File: src/rtl/core/vlfd_pkg.sv
// ----------------------------------------------------------------------------
// vlfd_pkg
// Shared types and constants of the varint length-prefixed frame deframer.
// ----------------------------------------------------------------------------
`timescale 1ns / 1ps
`default_nettype none

package vlfd_pkg;

    localparam int BYTE_W     = 8;
    localparam int KIND_W     = 2;
    localparam int LEN_W      = 28;
    localparam int GROUP_W    = 7;
    localparam int LEN_GROUPS = LEN_W / GROUP_W;

    localparam logic [KIND_W-1:0] KIND_HEAD   = 2'd0;
    localparam logic [KIND_W-1:0] KIND_CHECK  = 2'd1;
    localparam logic [KIND_W-1:0] KIND_LENGTH = 2'd2;
    localparam logic [KIND_W-1:0] KIND_BODY   = 2'd3;

    typedef struct packed {
        logic [BYTE_W-1:0] out_byte;
        logic [KIND_W-1:0] byte_kind;
        logic              frame_last;
        logic              length_valid;
        logic [LEN_W-1:0]  body_length;
        logic [BYTE_W-1:0] length_xor;
        logic              length_error;
    } result_t;

endpackage

`default_nettype wire

File: src/rtl/core/vlfd_in_stage.sv
// ----------------------------------------------------------------------------
// vlfd_in_stage
// Input register that holds one received word until the parser takes it.
// ----------------------------------------------------------------------------
`timescale 1ns / 1ps
`default_nettype none

module vlfd_in_stage
(
    input  wire logic                       clk,
    input  wire logic                       rst_n,
    input  wire logic                       in_valid,
    output logic                            in_ready,
    input  wire logic [vlfd_pkg::BYTE_W-1:0] rx_byte,
    input  wire logic                       advance,
    output logic                            held_valid,
    output logic [vlfd_pkg::BYTE_W-1:0]     held_byte
);

    logic                        valid_reg;
    logic                        valid_next;
    logic [vlfd_pkg::BYTE_W-1:0] byte_reg;

    assign in_ready   = !valid_reg || advance;
    assign valid_next = (in_valid && in_ready) || (valid_reg && !advance);
    assign held_valid = valid_reg;
    assign held_byte  = byte_reg;

    always_ff @(posedge clk or negedge rst_n)
    begin
        if (!rst_n)
        begin
            valid_reg <= 1'b0;
        end
        else
        begin
            valid_reg <= valid_next;
        end
    end

    always_ff @(posedge clk)
    begin
        if (in_valid && in_ready)
        begin
            byte_reg <= rx_byte;
        end
    end

endmodule

`default_nettype wire

File: src/rtl/core/vlfd_parser.sv
// ----------------------------------------------------------------------------
// vlfd_parser
// Frame state machine: tags each word and decodes the varint body length.
// ----------------------------------------------------------------------------
`timescale 1ns / 1ps
`default_nettype none

module vlfd_parser
#(
    parameter int MAX_LENGTH_BYTES = 4
)
(
    input  wire logic                        clk,
    input  wire logic                        rst_n,
    input  wire logic                        step,
    input  wire logic [vlfd_pkg::BYTE_W-1:0] cur_byte,
    output vlfd_pkg::result_t                result
);

    localparam int CW = $clog2(MAX_LENGTH_BYTES + 1);
    localparam int LW = vlfd_pkg::LEN_W;

    typedef enum logic [1:0] {
        PH_HEAD   = 2'd0,
        PH_CHECK  = 2'd1,
        PH_LENGTH = 2'd2,
        PH_BODY   = 2'd3
    } phase_t;

    phase_t                      phase_reg;
    phase_t                      phase_next;
    logic [CW-1:0]               count_reg;
    logic [CW-1:0]               count_next;
    logic [LW-1:0]               acc_reg;
    logic [LW-1:0]               acc_next;
    logic [LW-1:0]               remain_reg;
    logic [LW-1:0]               remain_next;
    logic [vlfd_pkg::BYTE_W-1:0] xor_reg;
    logic [vlfd_pkg::BYTE_W-1:0] xor_next;

    logic [CW+1:0]               count_ext;
    logic [CW-1:0]               count_inc;
    logic [LW-1:0]               group_bits;
    logic [LW-1:0]               acc_sum;
    logic [vlfd_pkg::BYTE_W-1:0] xor_sum;
    logic [LW-1:0]               remain_dec;

    assign count_ext = (CW + 2)'(count_reg);
    assign count_inc = count_reg + CW'(1);
    assign xor_sum   = xor_reg ^ cur_byte;
    assign remain_dec = remain_reg - LW'(remain_reg != '0);

    // Groups beyond the 28-bit length are dropped. Lower groups land on zero
    // bits of the accumulator, so OR-ing them in is the same as adding.
    always_comb
    begin
        group_bits = '0;
        if (int'(count_ext) < vlfd_pkg::LEN_GROUPS)
        begin
            case (count_ext[1:0])
                2'd0:    group_bits = LW'({cur_byte[6:0]});
                2'd1:    group_bits = LW'({cur_byte[6:0], 7'd0});
                2'd2:    group_bits = LW'({cur_byte[6:0], 14'd0});
                default: group_bits = {cur_byte[6:0], 21'd0};
            endcase
        end
    end

    assign acc_sum = acc_reg | group_bits;

    always_comb
    begin
        phase_next  = phase_reg;
        count_next  = count_reg;
        acc_next    = acc_reg;
        remain_next = remain_reg;
        xor_next    = xor_reg;

        result              = '0;
        result.out_byte     = cur_byte;

        case (phase_reg)
            PH_HEAD:
            begin
                result.byte_kind = vlfd_pkg::KIND_HEAD;
                phase_next       = PH_CHECK;
                count_next       = '0;
                acc_next         = '0;
                remain_next      = '0;
                xor_next         = '0;
            end
            PH_CHECK:
            begin
                result.byte_kind = vlfd_pkg::KIND_CHECK;
                phase_next       = PH_LENGTH;
            end
            PH_LENGTH:
            begin
                result.byte_kind = vlfd_pkg::KIND_LENGTH;
                acc_next         = acc_sum;
                xor_next         = xor_sum;
                count_next       = count_inc;
                if (!cur_byte[7])
                begin
                    result.length_valid = 1'b1;
                    result.body_length  = acc_sum;
                    result.length_xor   = xor_sum;
                    if (acc_sum == '0)
                    begin
                        result.frame_last = 1'b1;
                        phase_next        = PH_HEAD;
                        count_next        = '0;
                        acc_next          = '0;
                        remain_next       = '0;
                        xor_next          = '0;
                    end
                    else
                    begin
                        remain_next = acc_sum;
                        phase_next  = PH_BODY;
                    end
                end
                else if (count_inc >= CW'(MAX_LENGTH_BYTES))
                begin
                    // Overlong length: drop the frame and hunt for a new head.
                    result.length_error = 1'b1;
                    result.frame_last   = 1'b1;
                    result.length_xor   = xor_sum;
                    phase_next          = PH_HEAD;
                    count_next          = '0;
                    acc_next            = '0;
                    remain_next         = '0;
                    xor_next            = '0;
                end
            end
            PH_BODY:
            begin
                result.byte_kind = vlfd_pkg::KIND_BODY;
                remain_next      = remain_dec;
                if (remain_dec == '0)
                begin
                    result.frame_last = 1'b1;
                    phase_next        = PH_HEAD;
                    count_next        = '0;
                    acc_next          = '0;
                    xor_next          = '0;
                end
            end
            default:
            begin
                phase_next = PH_HEAD;
            end
        endcase
    end

    always_ff @(posedge clk or negedge rst_n)
    begin
        if (!rst_n)
        begin
            phase_reg  <= PH_HEAD;
            count_reg  <= '0;
            acc_reg    <= '0;
            remain_reg <= '0;
            xor_reg    <= '0;
        end
        else if (step)
        begin
            phase_reg  <= phase_next;
            count_reg  <= count_next;
            acc_reg    <= acc_next;
            remain_reg <= remain_next;
            xor_reg    <= xor_next;
        end
    end

endmodule

`default_nettype wire

File: src/rtl/core/vlfd_out_stage.sv
// ----------------------------------------------------------------------------
// vlfd_out_stage
// Result register that holds one tagged word until the receiver takes it.
// ----------------------------------------------------------------------------
`timescale 1ns / 1ps
`default_nettype none

module vlfd_out_stage
(
    input  wire logic              clk,
    input  wire logic              rst_n,
    input  wire logic              src_valid,
    output logic                   advance,
    input  wire vlfd_pkg::result_t src_result,
    output logic                   out_valid,
    input  wire logic              out_ready,
    output vlfd_pkg::result_t      out_result
);

    logic              valid_reg;
    logic              valid_next;
    vlfd_pkg::result_t result_reg;

    assign advance    = src_valid && (!valid_reg || out_ready);
    assign valid_next = advance || (valid_reg && !out_ready);
    assign out_valid  = valid_reg;
    assign out_result = result_reg;

    always_ff @(posedge clk or negedge rst_n)
    begin
        if (!rst_n)
        begin
            valid_reg <= 1'b0;
        end
        else
        begin
            valid_reg <= valid_next;
        end
    end

    always_ff @(posedge clk)
    begin
        if (advance)
        begin
            result_reg <= src_result;
        end
    end

endmodule

`default_nettype wire

File: src/rtl/core/varint_length_frame_deframer.sv
// ----------------------------------------------------------------------------
// varint_length_frame_deframer
// Splits a byte stream into head, check, varint length and body words.
// ----------------------------------------------------------------------------
// Input channel: in_valid / in_ready with rx_byte, one received word per transfer.
// Output channel: out_valid / out_ready with the word passed through, its kind,
// the frame end mark, and on the terminating length word the decoded body length
// and the XOR of the length words. An overlong length raises length_error.
// Every input word gives exactly one output word, in order.
// An accepted word is held in the input register; as it advances, the frame state
// machine updates and the result register loads, and out_valid then rises.
// Throughput is one word per cycle while the receiver keeps out_ready high.
// The input register takes a new word while a finished result still waits, so a
// stalled receiver backs the stream up by two words before in_ready drops.
// Reset empties both registers and returns the parser to expecting a head word.
// ----------------------------------------------------------------------------
`timescale 1ns / 1ps
`default_nettype none

module varint_length_frame_deframer
#(
    parameter int MAX_LENGTH_BYTES = 4
)
(
    input  wire logic                        clk,
    input  wire logic                        rst_n,
    input  wire logic                        in_valid,
    output logic                             in_ready,
    input  wire logic [vlfd_pkg::BYTE_W-1:0] rx_byte,
    output logic                             out_valid,
    input  wire logic                        out_ready,
    output logic [vlfd_pkg::BYTE_W-1:0]      out_byte,
    output logic [vlfd_pkg::KIND_W-1:0]      byte_kind,
    output logic                             frame_last,
    output logic                             length_valid,
    output logic [vlfd_pkg::LEN_W-1:0]       body_length,
    output logic [vlfd_pkg::BYTE_W-1:0]      length_xor,
    output logic                             length_error
);

    logic                        advance;
    logic                        held_valid;
    logic [vlfd_pkg::BYTE_W-1:0] held_byte;
    vlfd_pkg::result_t           step_result;
    vlfd_pkg::result_t           out_result;

    vlfd_in_stage u_in_stage (
        .clk        (clk),
        .rst_n      (rst_n),
        .in_valid   (in_valid),
        .in_ready   (in_ready),
        .rx_byte    (rx_byte),
        .advance    (advance),
        .held_valid (held_valid),
        .held_byte  (held_byte)
    );

    vlfd_parser #(
        .MAX_LENGTH_BYTES (MAX_LENGTH_BYTES)
    ) u_parser (
        .clk      (clk),
        .rst_n    (rst_n),
        .step     (advance),
        .cur_byte (held_byte),
        .result   (step_result)
    );

    vlfd_out_stage u_out_stage (
        .clk        (clk),
        .rst_n      (rst_n),
        .src_valid  (held_valid),
        .advance    (advance),
        .src_result (step_result),
        .out_valid  (out_valid),
        .out_ready  (out_ready),
        .out_result (out_result)
    );

    assign out_byte     = out_result.out_byte;
    assign byte_kind    = out_result.byte_kind;
    assign frame_last   = out_result.frame_last;
    assign length_valid = out_result.length_valid;
    assign body_length  = out_result.body_length;
    assign length_xor   = out_result.length_xor;
    assign length_error = out_result.length_error;

endmodule

`default_nettype wire

File: config.mk
export PLATFORM = sky130hd
export DESIGN_NAME = varint_length_frame_deframer
export DESIGN_NICKNAME = d
export VERILOG_FILES = /design/src/rtl/core/vlfd_pkg.sv /design/src/rtl/core/vlfd_in_stage.sv /design/src/rtl/core/vlfd_parser.sv /design/src/rtl/core/vlfd_out_stage.sv /design/src/rtl/core/varint_length_frame_deframer.sv
export SDC_FILE = /design/constraint.sdc
export NUM_CORES = 1
export LEC_CHECK = 0
export BUFFER_PORTS_ARGS = -buffer_cell sky130_fd_sc_hd__buf_2
export CAP_MARGIN = 25
export CORE_ASPECT_RATIO = 0.5
export CORE_UTILIZATION = 60
export CTS_BUF_LIST = sky130_fd_sc_hd__clkbuf_8
export DETAILED_ROUTE_END_ITERATION = 16
export GPL_ROUTABILITY_DRIVEN = 1
export MAX_ROUTING_LAYER = met4
export PLACE_DENSITY = 0.81
export SYNTH_ARGS = -nofsm -noshare
export SYNTH_HDL_FRONTEND = slang
export SYNTH_SLANG_ARGS = --single-unit
File: constraint.sdc
create_clock -name clk -period 8.5 [get_ports clk]
set_clock_uncertainty 0.2 [all_clocks]
set_input_delay 1.7 -clock clk [delete_from_list [all_inputs] [get_ports clk]]
set_output_delay 1.7 -clock clk [all_outputs]
set_load 0.05 [all_outputs]
# ---- After elaboration in Yosys (flattened, before gate mapping)
# Cells that the tools add are included.
dict set report classes {
  n_addsub 2
  order_cmp 2
  n_eq_ne 7
  n_mux 34
  n_bitwise 3
  n_reduce_logical 23
}
# op count
set op_table {}
lappend op_table {{one-hot mux 28 bit (3 select lines)} 3}
lappend op_table {{two-way mux 28 bit} 7}
lappend op_table {{zero test 28 bit} 2}
lappend op_table {{two-way mux 8 bit} 5}
lappend op_table {{two-way mux 29 bit} 1}
lappend op_table {{OR 28 bit} 1}
lappend op_table {{nonzero test 28 bit} 1}
lappend op_table {{subtractor 28 x 1 -> 28 bit} 1}
lappend op_table {{one-hot mux 8 bit (3 select lines)} 1}
lappend op_table {{one-hot mux 2 bit (4 select lines)} 2}
lappend op_table {{two-way mux 3 bit} 4}
lappend op_table {{two-way mux 9 bit} 1}
lappend op_table {{one-hot mux 3 bit (3 select lines)} 1}
lappend op_table {{AND reduction 3 bit} 3}
lappend op_table {{two-way mux 2 bit} 4}
lappend op_table {{bitwise XOR 8 bit} 1}
lappend op_table {{== test 2 bit (second input constant)} 3}
lappend op_table {{== test 2 x 1 -> 1 bit (second input constant)} 2}
lappend op_table {{logical AND 1 bit} 4}
lappend op_table {{zero test 1 bit} 4}
lappend op_table {{zero test 2 bit} 2}
lappend op_table {{logical OR 1 bit} 4}
lappend op_table {{two-way mux 1 bit} 4}
lappend op_table {{adder 3 x 1 -> 3 bit (second input constant)} 1}
lappend op_table {{9 further kinds} 9}
dict set report word_totals {
  ff_bits 128
  out_inout_bits 51
  word_cells 86
}

# ---- Depth between registers and ports, before layout
# Gate-level depths: netlist of the first run.
dict set report logic_depth {
  ltp_word 8
  mapped_depth 16
  depth_no_buf 12
}

# ---- By module
# From an unflattened synthesis of the first run, not the netlist that was laid out.
dict set report unflattened {
  hier_cells 757
  area_unflattened_um2 7060.5
}
# mod n_inst cells_per_inst area_each_um2
set modules_own_cells {}
lappend modules_own_cells {vlfd_parser 1 692 5251.3}
lappend modules_own_cells {vlfd_out_stage 1 53 1515.2}
lappend modules_own_cells {vlfd_in_stage 1 12 294.0}

# ---- Worst setup path after synthesis of the first run
# Ideal clock, no wire load.
dict set report synth_timing {
  path_kind {register to register}
  startpoint {register u_parser.remain_reg[14]}
  endpoint {register u_parser.acc_reg[18]}
  setup_ps 125
  arrival_ps 3763
  setup_slack_ps 4412
  path_stages_with_launch 15
  path_buffers 2
  synth_period_minus_slack_ps 4088
  path_cell_list {dfrtp_1 buf_6 nor4_4 nand4_2 or4_1 ha_1 ha_1 nor4bb_1 nand3_1 nor4_1 nand4_1 o41ai_2 and2_1 buf_6 mux2_4}
}
dict set report synth_between {
  elab_chain_cells 5
}
# item line_no
set synth_lines {}
lappend synth_lines {{start: declaration} vlfd_parser.sv:36} ;# logic [LW-1:0] remain_reg;
lappend synth_lines {{start signal: assignment} vlfd_parser.sv:171} ;# remain_reg <= remain_next;
lappend synth_lines {{nonzero test 28 bit} vlfd_parser.sv:51} ;# assign remain_dec = remain_reg - LW'(remain_reg != '0);
lappend synth_lines {{subtractor 28 x 1 -> 28 bit *} vlfd_parser.sv:51}
lappend synth_lines {{zero test 28 bit *} vlfd_parser.sv:140} ;# if (remain_dec == '0)
lappend synth_lines {{!= test 2 x 1 -> 1 bit (no source line) *} n/a}
lappend synth_lines {{AND reduction 3 bit (no source line) *} n/a}
lappend synth_lines {{end signal: assignment} vlfd_parser.sv:170} ;# acc_reg <= acc_next;
lappend synth_lines {{end: declaration} vlfd_parser.sv:34} ;# logic [LW-1:0] acc_reg;
# Mark *: on every way between the ends. The rest lies on a longest branch, timed or not.
# A chain may end at the register's enable or synchronous reset.

# ---- Final worst setup path of the first run
dict set report layout_timing {
  startpoint {register u_parser.remain_reg[14]}
  endpoint {register u_parser.acc_reg[26]}
}
# Same word-level chain as after synthesis.

==> results of run 1 <==
[power by group through the flow]
stage	Sequential, uW	Clock (uW)	Combinational (uW)
2_1_floorplan	1010	0	895
3_3_place_gp	1000	0	1180
3_5_place_dp	1010	0	1200
4_1_cts	999	569	1200
5_1_grt	1020	597	1340
6_report	1010	565	1230
[metrics by stage]
| step | total power (uW) | util [%] |
|---|---|---|
| 6_report | 2806 | 69.60 |
| 5_1_grt | 2961 | 69.60 |
| 4_1_cts | 2771 | 69.56 |
| 3_5_place_dp | 2205 | 65.47 |
| 3_3_place_gp | 2183 | 65.40 |
| 2_1_floorplan | 1905 | - |
[worst max-delay path, delay by kind of cell, from the launching register on]
kind	cells	cell delay (ns)
compound gates	1	0.31
flops	1	0.52
fa+ha+maj	2	0.46
buf+inv	1	0.37
simple gates	9	3.24
[metal layers]
layer / wire, um / vias to the layer above / track usage, %
met5: 0 / - / -
met4: 310 / 0 / 10.77
met3: 1898 / 38 / 10.84
met2: 7672 / 315 / 46.56
met1: 7761 / 2653 / 47.73
li1: - / 2456 / -
[synthesized netlist by cell type, types with 2 or more instances]
cell / number / share of area [%]
nor2_1: 89 / 5.1
dfrtp_1: 71 / 27
edfxtp_1: 57 / 26
a21oi_1: 56 / 4.3
o21ai_0: 47 / 3.6
nand2_1: 28 / 1.6
nor3_1: 23 / 1.8
a31oi_1: 22 / 2.1
clkbuf_1: 21 / 1.2
inv_1: 21 / 1.2
a41oi_1: 16 / 2.2
buf_2: 15 / 1.2
nor4_1: 15 / 1.4
o22ai_1: 10 / 0.96
xnor2_1: 10 / 1.3
a22o_1: 9 / 1.2
nand3_1: 9 / 0.69
buf_6: 8 / 1.4
o2bb2ai_1: 8 / 1.1
ha_1: 7 / 1.3
or3_1: 7 / 0.67
or4_1: 7 / 0.81
and3_1: 6 / 0.58
nand4_1: 6 / 0.58
and2_1: 5 / 0.48
nand2b_1: 5 / 0.48
nor2b_1: 4 / 0.38
nor3b_1: 4 / 0.46
or2_2: 4 / 0.38
buf_1: 3 / 0.17
mux2_4: 3 / 0.69
nand2_2: 2 / 0.19
nand3b_1: 2 / 0.23
nand4_2: 2 / 0.38
nand4b_1: 2 / 0.27
nor3_4: 2 / 0.50
nor4_4: 2 / 0.65
o21bai_1: 2 / 0.23
o22a_1: 2 / 0.27
[area by class of cell]
| cell class | instances | share of cell area (%) |
|---|---|---|
| multi-input cells | 439 | 36.97 |
| well taps | 140 | 2.425 |
| repair buffers | 72 | 5.301 |
| clock buffers | 17 | 3.239 |
| clock inverters | 15 | 2.633 |
| flip-flops and latches | 128 | 48.29 |
| inverters | 22 | 1.143 |
[cell families after synthesis]
group | synth area share (%)
AOI/OAI and AO/OA | 17.73
xor gates and xnor gates | 1.346
adders and majority gates | 1.346
buffers and inverters | 5.537
DFF | 53.60
muxes | 0.8652
and+or+nand+nor | 19.57
[worst paths after layout]
| path | slack, ns | start | cells past startpoint | end |
|---|---|---|---|---|
| worst max-delay path | 3.22 | u_parser.remain_reg[14]$_DFFE_PN0P_ | 13 | u_parser.acc_reg[26]$_DFFE_PN0P_ |
| worst min-delay path | 0.31 | u_parser.acc_reg[20]$_DFFE_PN0P_ | 2 | u_parser.acc_reg[20]$_DFFE_PN0P_ |
| worst max register to register | 3.22 | u_parser.remain_reg[14]$_DFFE_PN0P_ | 13 | u_parser.acc_reg[26]$_DFFE_PN0P_ |
| worst min register to register | 0.31 | u_parser.acc_reg[20]$_DFFE_PN0P_ | 2 | u_parser.acc_reg[20]$_DFFE_PN0P_ |
| max in group asynchronous | 6.22 | rst_n | 2 | u_parser.xor_reg[3]$_DFFE_PN0P_ |
| min in group asynchronous | 1.24 | rst_n | 2 | u_parser.remain_reg[2]$_DFFE_PN0P_ |
==> impl_metrics.toml, run 1 <==
[power_and_ir_drop]
p_switching_uw = 1294
power_density_nw_per_um2 = 388.5
seq_power_share_pct = 36.0
clock_power_share_pct = 20.1
leakage_uw = 0.002936
peakVddDrop_mv = 0.1758
switching_share_pct = 46.12
power_frac_comb_pct = 43.9
internal_power_uw = 1512

[grt]
grt_max_degree = 72
grt.total_usage_pct = 33.98
globalRouteOverflowTotal = 0
grt_first_pass_wirelength_mm = 26.88
grt_pass1_vias = 4865
grt_antenna_before_repair = 0

[setup_path]
crit_path_cell_trace = "nor4_4 > nand4_2 > or4_1 > ha_1 > ha_1 > or3b_1 > nor4_1 > nor4_1 > nand4_1 > o41ai_4 > buf_4 > and3_1 > nor2_1"
crit_fanout = 30
cp_slowest_cell = "and3_1"
startpoint_type = "register"
max_stage_delay_ns = 0.80
worstPathRequired_ns = 8.59
cp-end-kind = "register"
crit_arrival_ns = 5.38
critical_path_class = "reg2reg"

[place]
placed_cell_area_um2 = 6794
hpwl_mm = 11.68
place_ws_ns = 3.301
gp_congestion = 1.010
dp_cells = 800
portBuffers = 62

[cells_and_area]
multiInputGateArea_um2 = 2670
final_cells = 833
drive_gt1_share_pct = 18.76
largest_reg_flops = 49
final_net_count = 699
diodes = 0
num-fill-cells = 761
area_delta_synth_final_pct = 11.00
final_cell_mix = "nor2_1 (89), dfrtp_1 (71), buf_2 (62), edfxtp_1 (57), a21oi_1 (56)"
seqCellArea_um2 = 3488
stdcell_area_um2 = 7223
layout_commonest_cell = "nor2_1"

[clock_network]
cts_max_level = 4
clock_latency_ns = 0.45
cts_tree = "done"
cts_resized = 0
root_buffer = "clkbuf_8"
clk_pin_slew_ns = 0.09
clockBufferDepth = 2
cts_hold_buf = 0
cts_buffers = 17
cts_setup_buffers = 0
cts_sinks = 128

[floorplanning]
pin_count = 63
core-area_um2 = 10380
die_area_um2 = 11290
initial_core_util_pct = 62.71
die_x_um = 149.3
die_height_um = 75.64
rows = 26

[timing]
whs_ns = 0.3123
period_share_pct = 62.16
slew_viol_final = 0
final.min_clock_period_ns = 5.284
fmax_ghz = 0.1893
finalSetupViolCount = 0
worst_pin_slew_ns = 0.9619
relSlewSlack_pct = 35.78
hold_violations = 0
rsz0062_at_grt = "no"
timing.final.ws_setup_ns = 3.216
finalSetupTns_ns = 0

[run]
cap_viol_max_count = 0

[route]
first_iter_violations = 686
drtAntennaViolNets = 0
drtPass1Iterations = 6
avgRoutedWirePerCell_um = 21.18
wl_mm = 17.64
vias = 5462
drcViolationCount = 0
vias_per_cell = 6.557

[logic_synthesis]
async_flop_share_pct = 55.47
synth_cells = 638
synth_edf_count = 57
ys_types = 65
synth_seq_area_share_pct = 53.61
synth_flop_cell = "dfrtp_1"
postSynthAreaPerCell_um2 = 10.20
syn_nets = 657
synth-warning-count = 0
syn_area_um2 = 6507
synth.ff_latch_count = 128

[run_status]
status = "finished clean"

[worst_hold_path]
holdCritPathClass = "reg2reg"
No activity file was read; power rests on OpenSTA's default activity.
==> inputs of run 2 (changes only) <==
==> constraint.sdc (replaced) <==
create_clock -name clk -period 4.9 [get_ports clk]
set_clock_uncertainty 0.2 [all_clocks]
set_input_delay 0.98 -clock clk [delete_from_list [all_inputs] [get_ports clk]]
set_output_delay 0.98 -clock clk [all_outputs]
set_load 0.05 [all_outputs]
==> impl_metrics.toml, run 2 (same netlist as run 1, synthesis figures left out) <==
[run_status]
status = "finished clean"

[floorplanning]
pin_count = 63
die_x_um = 149.3
initial_core_util_pct = 62.71
die_area_um2 = 11290
die_height_um = 75.64
core-area_um2 = 10380
rows = 26

[route]
drtPass1Iterations = 6
avgRoutedWirePerCell_um = 21.75
vias = 5624
wl_mm = 18.42
vias_per_cell = 6.640
drtAntennaViolNets = 0
first_iter_violations = 691
drcViolationCount = 0

[power_and_ir_drop]
internal_power_uw = 2700
peakVddDrop_mv = 0.3297
p_switching_uw = 2280
power_density_nw_per_um2 = 675.0
switching_share_pct = 45.79
leakage_uw = 0.003009
seq_power_share_pct = 34.9
power_frac_comb_pct = 45.8
clock_power_share_pct = 19.3

[grt]
grt.total_usage_pct = 35.60
grt_util_met1_pct = 47.84
grt_max_degree = 41
globalRouteOverflowTotal = 0
grt_antenna_before_repair = 0
use_met2_pct = 50.59
grt_first_pass_wirelength_mm = 28.22
use_met3_pct = 11.92
top_usage_layer = "met2"
grt_pass1_vias = 5075

[clock_network]
clk_pin_slew_ns = 0.08
cts_tree = "done"
cts_sinks = 128
cts_buffers = 17
root_buffer = "clkbuf_8"
clock_latency_ns = 0.46
cts_setup_buffers = 0
clockBufferDepth = 2
cts_max_level = 4

[cells_and_area]
seqCellArea_um2 = 3488
layout_commonest_cell = "nor2_1"
final_net_count = 713
final_cells = 847
largest_reg_flops = 49
area_delta_synth_final_pct = 13.38
multiInputGateArea_um2 = 2691
diodes = 0
fin_util_pct = 71.10
drive_gt1_share_pct = 20.51
final_cell_mix = "nor2_1 (89), dfrtp_1 (71), buf_2 (62), edfxtp_1 (57), a21oi_1 (56)"
num-fill-cells = 748
stdcell_area_um2 = 7378

[timing]
finalSetupTns_ns = 0
final.min_clock_period_ns = 4.574
slew_viol_final = 0
relSlewSlack_pct = 35.45
hold_violations = 0
whs_ns = 0.2246
finalSetupViolCount = 0
period_share_pct = 93.35
rsz0062_at_grt = "no"
fmax_ghz = 0.2186
worst_pin_slew_ns = 0.9662

[setup_path]
crit_buf_inv = 2
critPathTopFamily = "simple AND/OR/NAND/NOR gates"
crit_top_cell = "ha_1"
r2r_slack_ns = 0.33
worst-r2r-cell-count = 14
cp_slowest_cell = "or4_1"
startpoint_type = "register"
cp-end-kind = "register"
crit_path_cell_trace = "nor4_4 > nand4_2 > or4_1 > ha_1 > ha_1 > nor4bb_4 > nand3_1 > nor4_1 > nand4_1 > o41ai_4 > buf_6 > buf_4 > a41oi_1 > nor2_1"
worstPathRequired_ns = 5.08
max_stage_delay_ns = 0.57
crit_fanout = 17
path_depth = 14
crit_arrival_ns = 4.75
critical_path_class = "reg2reg"

[place]
placed_cell_area_um2 = 6937
gp_congestion = 0.9801
portBuffers = 62
dp_cells = 814
hpwl_mm = 12.35

[worst_hold_path]
holdCritPathClass = "in2async"

[run]
cap_viol_max_count = 0
## run 2: stage by stage
step | total power [uW] | setup slack [ns]
floorplan | 3305 | 0.8116
global placement | 3875 | 0.4156
detailed placement | 3912 | 0.2671
CTS | 4886 | 0.1440
global route | 5253 | 0.02475
finish | 4980 | 0.3259
## run 2: worst paths after layout
check                                               startpoint                                  end
min                                                      rst_n  u_parser.remain_reg[10]$_DFFE_PN0P_
max                        u_parser.remain_reg[17]$_DFFE_PN0P_     u_parser.acc_reg[26]$_DFFE_PN0P_
max reg2reg                u_parser.remain_reg[17]$_DFFE_PN0P_     u_parser.acc_reg[26]$_DFFE_PN0P_
max in group asynchronous                                rst_n     u_parser.acc_reg[20]$_DFFE_PN0P_
min reg2reg                    u_parser.xor_reg[7]$_DFFE_PN0P_      u_parser.xor_reg[7]$_DFFE_PN0P_
min in group clk               u_parser.xor_reg[7]$_DFFE_PN0P_      u_parser.xor_reg[7]$_DFFE_PN0P_
## run 2: area by class of cell
class                           instances  area share (%)
Inverter                               22           1.119
Tap cell                              140           2.374
Sequential cell                       128           47.28
Timing Repair Buffer                   86           7.207
Multi-Input combinational cell        439           36.48
Clock inverter                         15           2.374
Clock buffer                           17           3.171
## run 2: timing repair
item	CTS	global route
hold endpoints to repair	0	0
endpoints found under the setup margin	0	26
gates resized for setup	0	4
hold buffers	0	0
## run 2: routing by layer
metal / part of all wire (%) / wire length [um]
met5: 0 / 0
met4: 2.1 / 382
met3: 13 / 2306
met2: 44 / 8091
met1: 41 / 7643
## run 2: power groups by stage
stage	logic, uW	registers, uW	clock network (uW)
floorplan	1550	1750	0
detailed placement	2180	1730	0
global route	2480	1760	1010
finish	2280	1740	962
global placement	2160	1720	0
CTS	2200	1710	969
